<file path="config.mk">
export PLATFORM = sky130hd
export DESIGN_NAME = shortest_seek_first_scheduler
export DESIGN_NICKNAME = d
export VERILOG_FILES = /design/src/rtl/ssf_pkg.sv /design/src/rtl/ssf_front.sv /design/src/rtl/ssf_back.sv /design/src/rtl/shortest_seek_first_scheduler.sv
export SDC_FILE = /design/constraint.sdc
export NUM_CORES = 1
export LEC_CHECK = 0
export BUFFER_PORTS_ARGS = -buffer_cell sky130_fd_sc_hd__buf_2
export CAP_MARGIN = 20
export CORE_UTILIZATION = 28
export DETAILED_ROUTE_END_ITERATION = 12
export PLACE_DENSITY_LB_ADDON = 0.08
export SYNTH_ARGS = -nofsm -noshare
export SYNTH_HDL_FRONTEND = slang
export SYNTH_SLANG_ARGS = --single-unit
</file>
<file path="constraint.sdc">
create_clock -name clock -period 11.2 [get_ports clock]
set_input_delay 1.12 -clock clock [delete_from_list [all_inputs] [get_ports clock]]
set_output_delay 1.12 -clock clock [all_outputs]
set_load 0.01 [all_outputs]
</file>
<file path="src/rtl/ssf_pkg.sv">
`default_nettype none
package ssf_pkg;

   localparam int POS_W   = 16;
   localparam int DIST_W  = 16;
   localparam int TOTAL_W = 22;
   localparam int STAT_W  = 2;
   localparam int RSP_W   = 56;

   localparam logic MODE_LOAD = 1'b0;
   localparam logic MODE_RUN  = 1'b1;

   localparam logic [STAT_W-1:0] STATUS_SERVED  = 2'd0;
   localparam logic [STAT_W-1:0] STATUS_FULL    = 2'd1;
   localparam logic [STAT_W-1:0] STATUS_NOTHING = 2'd2;

   // One classified command handed from the front end to the engine.
   typedef struct packed {
      logic             is_run;
      logic [POS_W-1:0] position;
   } cmd_type;

endpackage
`default_nettype wire

</file>
<file path="src/rtl/ssf_front.sv">
`default_nettype none
module ssf_front (
   input  wire                       clock,
   input  wire                       reset,
   input  wire                       req_tvalid,
   output logic                      req_tready,
   input  wire  [ssf_pkg::POS_W-1:0] req_tdata,
   input  wire  [0:0]                req_tuser,
   output logic                      cmd_valid,
   input  wire                       cmd_ready,
   output ssf_pkg::cmd_type          cmd
);

   // Two-entry queue between the stream input and the scheduling engine.
   ssf_pkg::cmd_type queue_ff [2];
   logic             wr_ptr_ff, wr_ptr_in;
   logic             rd_ptr_ff, rd_ptr_in;
   logic [1:0]       fill_ff, fill_in;
   logic             push, pop;
   ssf_pkg::cmd_type incoming;

   assign req_tready = (fill_ff != 2'd2);
   assign push       = req_tvalid && req_tready;
   assign cmd_valid  = (fill_ff != 2'd0);
   assign pop        = cmd_valid && cmd_ready;
   assign cmd        = queue_ff[rd_ptr_ff];

   always_comb begin
      incoming.is_run   = (req_tuser[0] == ssf_pkg::MODE_RUN);
      incoming.position = req_tdata;
      wr_ptr_in = push ? ~wr_ptr_ff : wr_ptr_ff;
      rd_ptr_in = pop ? ~rd_ptr_ff : rd_ptr_ff;
      fill_in   = fill_ff;
      if (push && !pop) begin
         fill_in = fill_ff + 2'd1;
      end else if (pop && !push) begin
         fill_in = fill_ff - 2'd1;
      end
   end

   always_ff @(posedge clock) begin
      if (reset) begin
         wr_ptr_ff <= 1'b0;
         rd_ptr_ff <= 1'b0;
         fill_ff   <= 2'd0;
      end else begin
         wr_ptr_ff <= wr_ptr_in;
         rd_ptr_ff <= rd_ptr_in;
         fill_ff   <= fill_in;
      end
   end

   always_ff @(posedge clock) begin
      if (push) begin
         queue_ff[wr_ptr_ff] <= incoming;
      end
   end

endmodule
`default_nettype wire

</file>
<file path="src/rtl/ssf_back.sv">
`default_nettype none
module ssf_back #(
   parameter int MAX_REQUESTS = 32
) (
   input  wire                        clock,
   input  wire                        reset,
   input  wire                        cmd_valid,
   output logic                       cmd_ready,
   input  ssf_pkg::cmd_type           cmd,
   output logic                       rsp_tvalid,
   input  wire                        rsp_tready,
   output logic [ssf_pkg::RSP_W-1:0]  rsp_tdata,
   output logic [ssf_pkg::STAT_W-1:0] rsp_tuser,
   output logic                       rsp_tlast
);

   localparam int IDX_W = $clog2(MAX_REQUESTS);
   localparam int CNT_W = $clog2(MAX_REQUESTS + 1);
   localparam int PAD_W = ssf_pkg::RSP_W - ssf_pkg::POS_W - ssf_pkg::DIST_W - ssf_pkg::TOTAL_W;

   localparam logic [1:0] ST_IDLE = 2'd0;
   localparam logic [1:0] ST_SCAN = 2'd1;
   localparam logic [1:0] ST_EMIT = 2'd2;

   logic [ssf_pkg::POS_W-1:0] store [MAX_REQUESTS];

   logic [1:0]                  state_ff, state_in;
   logic [MAX_REQUESTS-1:0]     pending_ff, pending_in;
   logic [CNT_W-1:0]            count_ff, count_in;
   logic [CNT_W-1:0]            remain_ff, remain_in;
   logic [CNT_W-1:0]            issue_ff, issue_in;
   logic [ssf_pkg::POS_W-1:0]   head_ff, head_in;
   logic [ssf_pkg::TOTAL_W-1:0] sum_ff, sum_in;

   logic                        rd_valid_ff;
   logic [IDX_W-1:0]            rd_idx_ff;
   logic [ssf_pkg::POS_W-1:0]   rd_data_ff;

   logic                        found_ff, found_in;
   logic [IDX_W-1:0]            best_idx_ff, best_idx_in;
   logic [ssf_pkg::DIST_W-1:0]  best_dist_ff, best_dist_in;
   logic [ssf_pkg::POS_W-1:0]   best_pos_ff, best_pos_in;

   logic                        out_valid_ff, out_valid_in;
   logic [ssf_pkg::POS_W-1:0]   out_pos_ff, out_pos_in;
   logic [ssf_pkg::DIST_W-1:0]  out_dist_ff, out_dist_in;
   logic [ssf_pkg::TOTAL_W-1:0] out_total_ff, out_total_in;
   logic [ssf_pkg::STAT_W-1:0]  out_status_ff, out_status_in;
   logic                        out_last_ff, out_last_in;

   logic                        out_free, take, issuing, load_ok;
   logic [ssf_pkg::DIST_W-1:0]  scan_dist;
   logic [ssf_pkg::TOTAL_W-1:0] new_sum;

   assign out_free  = !out_valid_ff || rsp_tready;
   assign cmd_ready = (state_ff == ST_IDLE) && out_free;
   assign take      = cmd_valid && cmd_ready;
   assign load_ok   = take && !cmd.is_run && (count_ff != CNT_W'(MAX_REQUESTS));
   assign issuing   = (state_ff == ST_SCAN) && (issue_ff < count_ff);
   assign scan_dist = (rd_data_ff >= head_ff) ? (rd_data_ff - head_ff)
                                              : (head_ff - rd_data_ff);
   assign new_sum   = sum_ff + ssf_pkg::TOTAL_W'(best_dist_ff);

   assign rsp_tvalid = out_valid_ff;
   assign rsp_tdata  = {{PAD_W{1'b0}}, out_total_ff, out_dist_ff, out_pos_ff};
   assign rsp_tuser  = out_status_ff;
   assign rsp_tlast  = out_last_ff;

   always_comb begin
      state_in      = state_ff;
      pending_in    = pending_ff;
      count_in      = count_ff;
      remain_in     = remain_ff;
      issue_in      = issuing ? issue_ff + CNT_W'(1) : issue_ff;
      head_in       = head_ff;
      sum_in        = sum_ff;
      found_in      = found_ff;
      best_idx_in   = best_idx_ff;
      best_dist_in  = best_dist_ff;
      best_pos_in   = best_pos_ff;
      out_valid_in  = out_valid_ff && !rsp_tready;
      out_pos_in    = out_pos_ff;
      out_dist_in   = out_dist_ff;
      out_total_in  = out_total_ff;
      out_status_in = out_status_ff;
      out_last_in   = out_last_ff;

      // Compare stage of the scan: ties go to the later slot.
      if (rd_valid_ff && pending_ff[rd_idx_ff] &&
          (!found_ff || scan_dist <= best_dist_ff)) begin
         found_in     = 1'b1;
         best_idx_in  = rd_idx_ff;
         best_dist_in = scan_dist;
         best_pos_in  = rd_data_ff;
      end

      case (state_ff)
         ST_IDLE: begin
            if (take) begin
               if (cmd.is_run) begin
                  head_in = cmd.position;
                  sum_in  = '0;
                  if (count_ff == '0) begin
                     out_valid_in  = 1'b1;
                     out_pos_in    = '0;
                     out_dist_in   = '0;
                     out_total_in  = '0;
                     out_status_in = ssf_pkg::STATUS_NOTHING;
                     out_last_in   = 1'b1;
                  end else begin
                     remain_in = count_ff;
                     issue_in  = '0;
                     found_in  = 1'b0;
                     state_in  = ST_SCAN;
                  end
               end else if (load_ok) begin
                  pending_in[count_ff[IDX_W-1:0]] = 1'b1;
                  count_in = count_ff + CNT_W'(1);
               end else begin
                  out_valid_in  = 1'b1;
                  out_pos_in    = '0;
                  out_dist_in   = '0;
                  out_total_in  = '0;
                  out_status_in = ssf_pkg::STATUS_FULL;
                  out_last_in   = 1'b1;
               end
            end
         end
         ST_SCAN: begin
            if (!issuing && !rd_valid_ff) begin
               state_in = ST_EMIT;
            end
         end
         ST_EMIT: begin
            if (out_free) begin
               out_valid_in  = 1'b1;
               out_pos_in    = best_pos_ff;
               out_dist_in   = best_dist_ff;
               out_total_in  = new_sum;
               out_status_in = ssf_pkg::STATUS_SERVED;
               out_last_in   = (remain_ff == CNT_W'(1));
               pending_in[best_idx_ff] = 1'b0;
               head_in   = best_pos_ff;
               sum_in    = new_sum;
               remain_in = remain_ff - CNT_W'(1);
               if (remain_ff == CNT_W'(1)) begin
                  pending_in = '0;
                  count_in   = '0;
                  state_in   = ST_IDLE;
               end else begin
                  issue_in = '0;
                  found_in = 1'b0;
                  state_in = ST_SCAN;
               end
            end
         end
         default: begin
            state_in = ST_IDLE;
         end
      endcase
   end

   always_ff @(posedge clock) begin
      if (reset) begin
         state_ff     <= ST_IDLE;
         pending_ff   <= '0;
         count_ff     <= '0;
         remain_ff    <= '0;
         issue_ff     <= '0;
         head_ff      <= '0;
         sum_ff       <= '0;
         rd_valid_ff  <= 1'b0;
         found_ff     <= 1'b0;
         out_valid_ff <= 1'b0;
      end else begin
         state_ff     <= state_in;
         pending_ff   <= pending_in;
         count_ff     <= count_in;
         remain_ff    <= remain_in;
         issue_ff     <= issue_in;
         head_ff      <= head_in;
         sum_ff       <= sum_in;
         rd_valid_ff  <= issuing;
         found_ff     <= found_in;
         out_valid_ff <= out_valid_in;
      end
   end

   always_ff @(posedge clock) begin
      rd_idx_ff     <= issue_ff[IDX_W-1:0];
      best_idx_ff   <= best_idx_in;
      best_dist_ff  <= best_dist_in;
      best_pos_ff   <= best_pos_in;
      out_pos_ff    <= out_pos_in;
      out_dist_ff   <= out_dist_in;
      out_total_ff  <= out_total_in;
      out_status_ff <= out_status_in;
      out_last_ff   <= out_last_in;
   end

   // Request store: one write port for loads, one registered read port for the scan.
   always_ff @(posedge clock) begin
      if (load_ok) begin
         store[count_ff[IDX_W-1:0]] <= cmd.position;
      end
      if (issuing) begin
         rd_data_ff <= store[issue_ff[IDX_W-1:0]];
      end
   end

endmodule
`default_nettype wire

</file>
<file path="src/rtl/shortest_seek_first_scheduler.sv">
// The engine takes a load only while idle; an accepted beat waits in the front-end queue
// until the engine takes it. A dropped load or an empty run returns a lone status beat.
// A run with N pending requests gives N beats, each after one pass of the store's single
// read port over all N loaded slots; ST_EMIT sends each beat once the output is free.
// Reset is synchronous and active high; it empties the queue, the store and the output.
`default_nettype none
module shortest_seek_first_scheduler #(
   parameter int MAX_REQUESTS = 32
) (
   input  wire                        clock,
   input  wire                        reset,
   input  wire                        req_tvalid,
   output logic                       req_tready,
   input  wire  [15:0]                req_tdata,  // position
   input  wire  [0:0]                 req_tuser,  // mode
   output logic                       rsp_tvalid,
   input  wire                        rsp_tready,
   output logic [55:0]                rsp_tdata,  // served_position, seek_distance,
                                                  // total_movement, zero pad
   output logic [1:0]                 rsp_tuser,  // status
   output logic                       rsp_tlast   // last
);

   logic             cmd_valid;
   logic             cmd_ready;
   ssf_pkg::cmd_type cmd;

   ssf_front u_front (
      .clock      (clock),
      .reset      (reset),
      .req_tvalid (req_tvalid),
      .req_tready (req_tready),
      .req_tdata  (req_tdata),
      .req_tuser  (req_tuser),
      .cmd_valid  (cmd_valid),
      .cmd_ready  (cmd_ready),
      .cmd        (cmd)
   );

   ssf_back #(
      .MAX_REQUESTS (MAX_REQUESTS)
   ) u_back (
      .clock      (clock),
      .reset      (reset),
      .cmd_valid  (cmd_valid),
      .cmd_ready  (cmd_ready),
      .cmd        (cmd),
      .rsp_tvalid (rsp_tvalid),
      .rsp_tready (rsp_tready),
      .rsp_tdata  (rsp_tdata),
      .rsp_tuser  (rsp_tuser),
      .rsp_tlast  (rsp_tlast)
   );

endmodule
`default_nettype wire

</file>
# After elaboration in Yosys (flattened, before gate mapping)

Memory sizes are Yosys's and may differ from the RTL's. A register that Yosys moved wholly into a read port is not among the register bits.
Cells that the tools add are included.

Add/subtract/negate cells: 8
Magnitude comparators: 8
Eq/ne operators: 15
Muxes and demuxes: 91
Bitwise gates (word level): 5
Reductions and logical operators: 35

Operators with widths:

| operator                                                   | number |
|---|---|
| 2-to-1 mux 32 bit                                          | 5 |
| 2-to-1 mux 22 bit                                          | 7 |
| 2-to-1 mux 16 bit                                          | 9 |
| one-hot mux 16 bit (2 select lines)                        | 3 |
| 2-to-1 mux 6 bit                                           | 15 |
| one-hot mux 22 bit (2 select lines)                        | 2 |
| one-hot mux 32 bit (2 select lines)                        | 1 |
| one-hot mux 6 bit (2 select lines)                         | 3 |
| AND 32 bit                                                 | 1 |
| inverter 32 bit                                            | 1 |
| bitwise OR 32 bit                                          | 1 |
| subtractor 16 bit                                          | 2 |
| 2-to-1 mux 1 bit                                           | 26 |
| 2-to-1 mux 2 bit                                           | 12 |
| adder 22 x 16 -> 22 bit                                    | 1 |
| AND reduction 5 bit                                        | 4 |
| less-than comparator 5 x 6 -> 1 bit, second input constant | 3 |
| >= comparator 16 bit                                       | 1 |
| less-or-equal comparator 16 bit                            | 1 |
| logical AND 1 bit                                          | 14 |
| adder 6 x 1 -> 6 bit, second input constant                | 2 |
| demux 1 bit (select 5 bit)                                 | 2 |
| >= comparator 5 x 1 -> 1 bit, second input constant        | 2 |
| inequality test 2 x 1 -> 1 bit, second input constant      | 5 |
| other kinds (23)                                           | 39 |

Register bits after elaboration: 196
Bits in writable memories: 546
Bits of input ports: 21
Output and inout port bits: 61
Logic and storage cells: 186
Memories kept: 2

Memory list:

| memory           | words | bits a word | read ports | clocked after Yosys merged registers in | wr ports | RTL line        | RTL |
|---|---|---|---|---|---|---|---|
| u_back.store     | 32    | 16          | 1          | 1                                       | 1        | ssf_back.sv:25  | `logic [ssf_pkg::POS_W-1:0] store [MAX_REQUESTS];` |
| u_front.queue_ff | 2     | 17          | 1          | 1                                       | 1        | ssf_front.sv:15 | `ssf_pkg::cmd_type queue_ff [2];` |

# Logic depth before layout (Yosys ltp)

Depth in word-level cells: 10
Gate-level depth with buffers: 20
Mapped depth without buffers: 19

# By module

Synthesis repeated with hierarchy kept, for this count alone.

Cells, all modules: 1945
Area, all modules: 31758.0 um2

By module, submodules not included:

| module    | instances | cells each | area an instance (um2) | seq. area each (um2) |
|---|---|---|---|---|
| ssf_back  | 1         | 1868       | 30310.3                | 20639.8 |
| ssf_front | 1         | 77         | 1447.6                 | 1121.1 |

# Least setup slack after synthesis

OpenSTA, ideal clock, no wires.

Path kind: reg2reg
Start point: register u_back.rd_data_ff[0] (netlist bit) (read register of u_back.store)
End point: register u_back.best_dist_ff[0] (netlist bit), enable pin
Setup time: 454 ps
Arrival: 5552 ps
Data required time: 10746 ps
Setup slack: 5194 ps
Stages on the path, launching flop included: 21
Buffers on the path: 1
Period minus slack after synthesis: 6006 ps
Path through: edfxtp_1 inv_1 ha_1 inv_1 fa_1 a21o_1 a21oi_1 a221oi_2 nor3_2 o31ai_4 buf_6 mux2i_1 xnor2_1 ha_1 a21o_1 a21o_1 a21o_1 a21oi_1 o21ai_0 a211o_1 a31oi_1

Longest elaborated chain between the ends: 5
Elaborated cells between the ends (all ways): 7
Those cells by class: add/sub (2); order compare (2); mux (1); reduce/logical (2)

Ends and longest elaborated chain:

| item                                            | RTL line        | RTL |
|---|---|---|
| from (decl)                                     | ssf_back.sv:37  | `logic [ssf_pkg::POS_W-1:0] rd_data_ff;` |
| subtractor 16 bit, or another cell as far along | ssf_back.sv:61  | `: (head_ff - rd_data_ff);` |
| 2-to-1 mux 16 bit (*)                           | ssf_back.sv:60  | `assign scan_dist = (rd_data_ff >= head_ff) ? (rd_data_ff - head_ff)` |
| named net u_back.scan_dist (one bit)            | ssf_back.sv:52  | `logic [ssf_pkg::DIST_W-1:0] scan_dist;` |
| less-or-equal comparator 16 bit (*)             | ssf_back.sv:90  | `(!found_ff \|\| scan_dist <= best_dist_ff)) begin` |
| logical OR 1 bit (*)                            | ssf_back.sv:90  |  |
| logical AND 1 bit (*)                           | ssf_back.sv:89  | `if (rd_valid_ff && pending_ff[rd_idx_ff] &&` |
| to (signal assigned)                            | ssf_back.sv:192 | `best_dist_ff <= best_dist_in;` |
| to (decl)                                       | ssf_back.sv:41  | `logic [ssf_pkg::DIST_W-1:0] best_dist_ff, best_dist_in;` |

Mark *: on every way through the listed nets, which the timed path passes. The rest lies on a longest branch.
A chain may end at the register's enable or synchronous reset.

# Final worst setup path

Start point: register u_back.rd_data_ff[11] (netlist bit) (read register of u_back.store)
End point: register u_back.best_pos_ff[14] (netlist bit), enable pin

Longest elaborated chain between the ends: 5
Elaborated cells between the ends (all ways): 7
Those cells by class: add/sub (2); order compare (2); mux (1); reduce/logical (2)

Ends and longest elaborated chain:

| item                                 | RTL line        | RTL |
|---|---|---|
| >= comparator 16 bit                 | ssf_back.sv:60  |  |
| 2-to-1 mux 16 bit                    | ssf_back.sv:60  |  |
| named net u_back.scan_dist (one bit) | ssf_back.sv:52  |  |
| less-or-equal comparator 16 bit      | ssf_back.sv:90  |  |
| logical OR 1 bit                     | ssf_back.sv:90  |  |
| logical AND 1 bit                    | ssf_back.sv:89  |  |
| to (signal assigned)                 | ssf_back.sv:193 | `best_pos_ff <= best_pos_in;` |
| to (decl)                            | ssf_back.sv:42  | `logic [ssf_pkg::POS_W-1:0] best_pos_ff, best_pos_in;` |

The timed path passes the listed nets, and every way through them passes these cells.

==> flow_metrics.py <==
metrics = {
    "run_status": {
        "status": "finished, final reports clean",
    },
    "setup_path": {
        "worstRegToRegCells": 17,
        "path_class": "reg -> reg",
        "critPathMaxFanout": 21,
        "r2r_slack_ns": 5.55,
        "crit_required_ns": 11.52,
        "worstPathArrival_ns": 5.97,
        "critPathLaunchType": "flip-flop",
        "cp-end-kind": "flip-flop",
    },
    "timing": {
        "post-route-period-util_pct": 50.4,
        "slew_viol_final": 0,
        "hold_ws_ns": 0.455,
        "setup_violations": 0,
        "rsz0062_at_grt": "no",
        "setup_tns_ns": 0,
        "fin_crit_ns": 5.65,
        "final-hold-violation-count": 0,
        "tightest_slew_ns": 1.11,
        "fmax_ghz": 0.177,
        "skew_ns": 0.0400,
        "slew_headroom_pct": 26.1,
    },
    "pwr": {
        "combPwrFrac_pct": 17.1,
        "cell_internal_pwr_mw": 5.49,
        "p_per_area_nw_per_um2": 206,
        "seqPwrFrac_pct": 46.7,
        "total_leakage_power_nw": 12.5,
        "switchingPower_mw": 2.16,
        "sw_frac_of_total_pct": 28.2,
        "ir_drop_v": 0.000120,
        "power.share.clock_pct": 36.2,
    },
    "clock_tree": {
        "cts_setup_buffers": 0,
        "cts_made_buffers": 88,
        "clock_sinks": 759,
        "cts-root-buf": "clkbuf_16",
        "htreeDepth": 3,
        "clk_pin_slew_worst_paths_ns": 0.06,
        "ctsResizeCount": 0,
        "ctsHoldBuffers": 0,
        "clock_path_buffers": 3,
        "clk-insertion-delay-late_ns": 0.67,
        "cts_tree": "done",
    },
    "die": {
        "rows": 124,
        "dieArea_um2": 117000,
        "start_util_pct": 28.2,
        "die_h_um": 341,
        "die_w_um": 341,
        "core_region_area_um2": 114000,
        "pin_count": 82,
    },
    "detailed_routing": {
        "dr.pass1.iters": 5,
        "ant_nets": 0,
        "vias": 17743,
        "vias_per_cell": 4.79,
        "route.detailed.drc": 0,
        "drt-total-wl_mm": 90.1,
        "drtIter0Drc": 1260,
        "avgRoutedWirePerCell_um": 24.3,
    },
    "synth": {
        "synth-edff-count": 656,
        "yosys_warnings": 0,
        "avgSynthCellArea_um2": 15.9,
        "dominantRegCellSynth": "edfxtp_1",
        "synth-seq-cells": 759,
        "yosysSeqAreaShare_pct": 67.5,
        "synth_area_um2": 32200,
        "synth.distinct_cells": 76,
        "synthCells": 2030,
        "synthArstFlopShare_pct": 0,
    },
    "global_route": {
        "antenna_found_initial": 15,
        "grt_usage_pct": 15.5,
        "overflow": 0,
        "grt_pass1_wl_mm": 130,
        "grt_pass1_vias": 18479,
        "grt_max_degree": 87,
    },
    "placed_design": {
        "io_buffers": 79,
        "place_congestion": 0.797,
        "placed_area_um2": 34400,
        "hpwl_mm": 55.7,
    },
    "final_layout": {
        "fin_nets": 2220,
        "layout-drive-gt1-share_pct": 20.7,
        "layout.cells.most_common_list": "edfxtp_1, mux4_2, a21oi_1, nor2_1, nand2_1",
        "area_growth_pct": 15.4,
        "mostFrequentLayoutCell": "edfxtp_1",
        "stdcell_area_um2": 37200,
        "fin_util_pct": 32.6,
    },
    "hold_path": {
        "worstHoldPathType": "reg -> reg",
        "whs_path_depth": 0,
    },
    "run": {
        "maxCapViolCount": 0,
    },
}
-- layer usage --
metal  GRT usage (%)  share of wire, %  vias to the layer above
met2            25.6                48                      410
met3            2.64               4.2                      117
met4            5.01               2.6                        4
li1                -                 -                     8015
met5               0             0.024                        -
met1            20.7                45                     9197
-- metrics by stage --
step	setup WS (ns)	instances	total power, mW
after CTS	5.45	3702	7.80
final	5.55	3707	7.65
after global routing	5.17	3706	8.02
after global placement	5.48	3533	4.96
after floorplan	5.19	2031	4.41
after detailed placement	5.49	3538	4.98
-- registers in the layout, summed over array words and instances (netlist names), 2 cells and up, named ones only --
signal,count
u_back.rd_data_ff,16
u_front.queue_ff,34
u_back.sum_ff,22
u_back.remain_ff,6
u_back.out_dist_ff,16
u_back.issue_ff,6
u_back.store,512
u_back.best_idx_ff,5
u_back.best_pos_ff,16
u_back.best_dist_ff,16
u_back.head_ff,16
u_back.out_total_ff,22
u_front.fill_ff,2
u_back.out_pos_ff,16
u_back.count_ff,6
u_back.rsp_tuser,2
u_back.state_ff,2
u_back.pending_ff,32
u_back.rd_idx_ff,5
-- path summary, 6_finish.rpt --
| path | end | startpoint |
|---|---|---|
| worst max register to register | u_back.best_pos_ff[14] | u_back.rd_data_ff[11] |
| worst min-delay path | u_back.best_idx_ff[4] | u_back.rd_idx_ff[4] |
| worst min register to register | u_back.best_idx_ff[4] | u_back.rd_idx_ff[4] |
| worst max-delay path | u_back.best_pos_ff[14] | u_back.rd_data_ff[11] |
-- Yosys cell counts, types with 7 or more instances --
| cell | instances | area, µm² |
|---|---|---|
| clkbuf_1 | 64 | 240 |
| buf_1 | 9 | 33.8 |
| nor2_1 | 128 | 480 |
| ha_1 | 76 | 951 |
| dfxtp_1 | 103 | 2060 |
| edfxtp_1 | 656 | 19700 |
| nand4_1 | 12 | 75.1 |
| nor2b_1 | 9 | 56.3 |
| and2_1 | 26 | 163 |
| a31oi_1 | 10 | 62.6 |
| nor3_1 | 18 | 90.1 |
| nand2_1 | 111 | 417 |
| xnor2_1 | 19 | 166 |
| a21o_1 | 34 | 255 |
| and3_1 | 10 | 62.6 |
| a211oi_1 | 8 | 60.1 |
| o21ai_0 | 63 | 315 |
| o21bai_1 | 8 | 60.1 |
| xor2_1 | 21 | 184 |
| nand3_1 | 17 | 85.1 |
| or3_1 | 20 | 125 |
| a21oi_1 | 145 | 726 |
| buf_2 | 27 | 135 |
| inv_1 | 98 | 368 |
| mux4_2 | 170 | 3830 |
| o21a_1 | 7 | 52.6 |
| mux2_2 | 34 | 383 |
| nand2b_1 | 13 | 81.3 |
| mux2i_1 | 15 | 150 |
-- cell type report --
class	instances	area (µm²)
Sequential cell	759	21800
Clock buffer	114	2340
Timing Repair Buffer	109	766
Antenna cell	1	2.50
Tap cell	1512	1890
Fill cell	11209	77000
Inverter	99	372
Multi-Input combinational cell	1063	9660
Clock inverter	50	412
-- cells by family after synthesis --
kind of cell | synth area share [%]
compound gates | 6.27
xor+xnor | 1.09
fa+ha+maj | 3.14
buf+inv | 2.67
flops | 67.5
mux | 13.6
other cells | 0.0116
simple gates | 5.73
-- worst max-delay path, cell delays in order, from the launching register on --
cell	delay, ns
edfxtp_1	0.38
inv_1	0.06
ha_1	0.56
nand2_1	0.13
o21ai_1	0.28
nor3_2	0.11
o31ai_4	0.81
mux2i_1	0.30
xnor2_1	0.17
ha_1	0.29
a21o_1	0.19
a21o_1	0.17
a21o_1	0.16
a21oi_1	0.12
o21ai_0	0.10
a211o_1	0.34
a31oi_4	0.64
buf_4	0.44
-- power by group through the flow --
stage	Sequential, mW	Combinational [mW]	Clock, mW
final	3.57	1.31	2.77
after global placement	3.63	1.33	0
after global routing	3.59	1.45	2.98
after detailed placement	3.64	1.35	0
after floorplan	3.67	0.741	0
after CTS	3.58	1.35	2.87
Power figures use the tool's default switching activity.
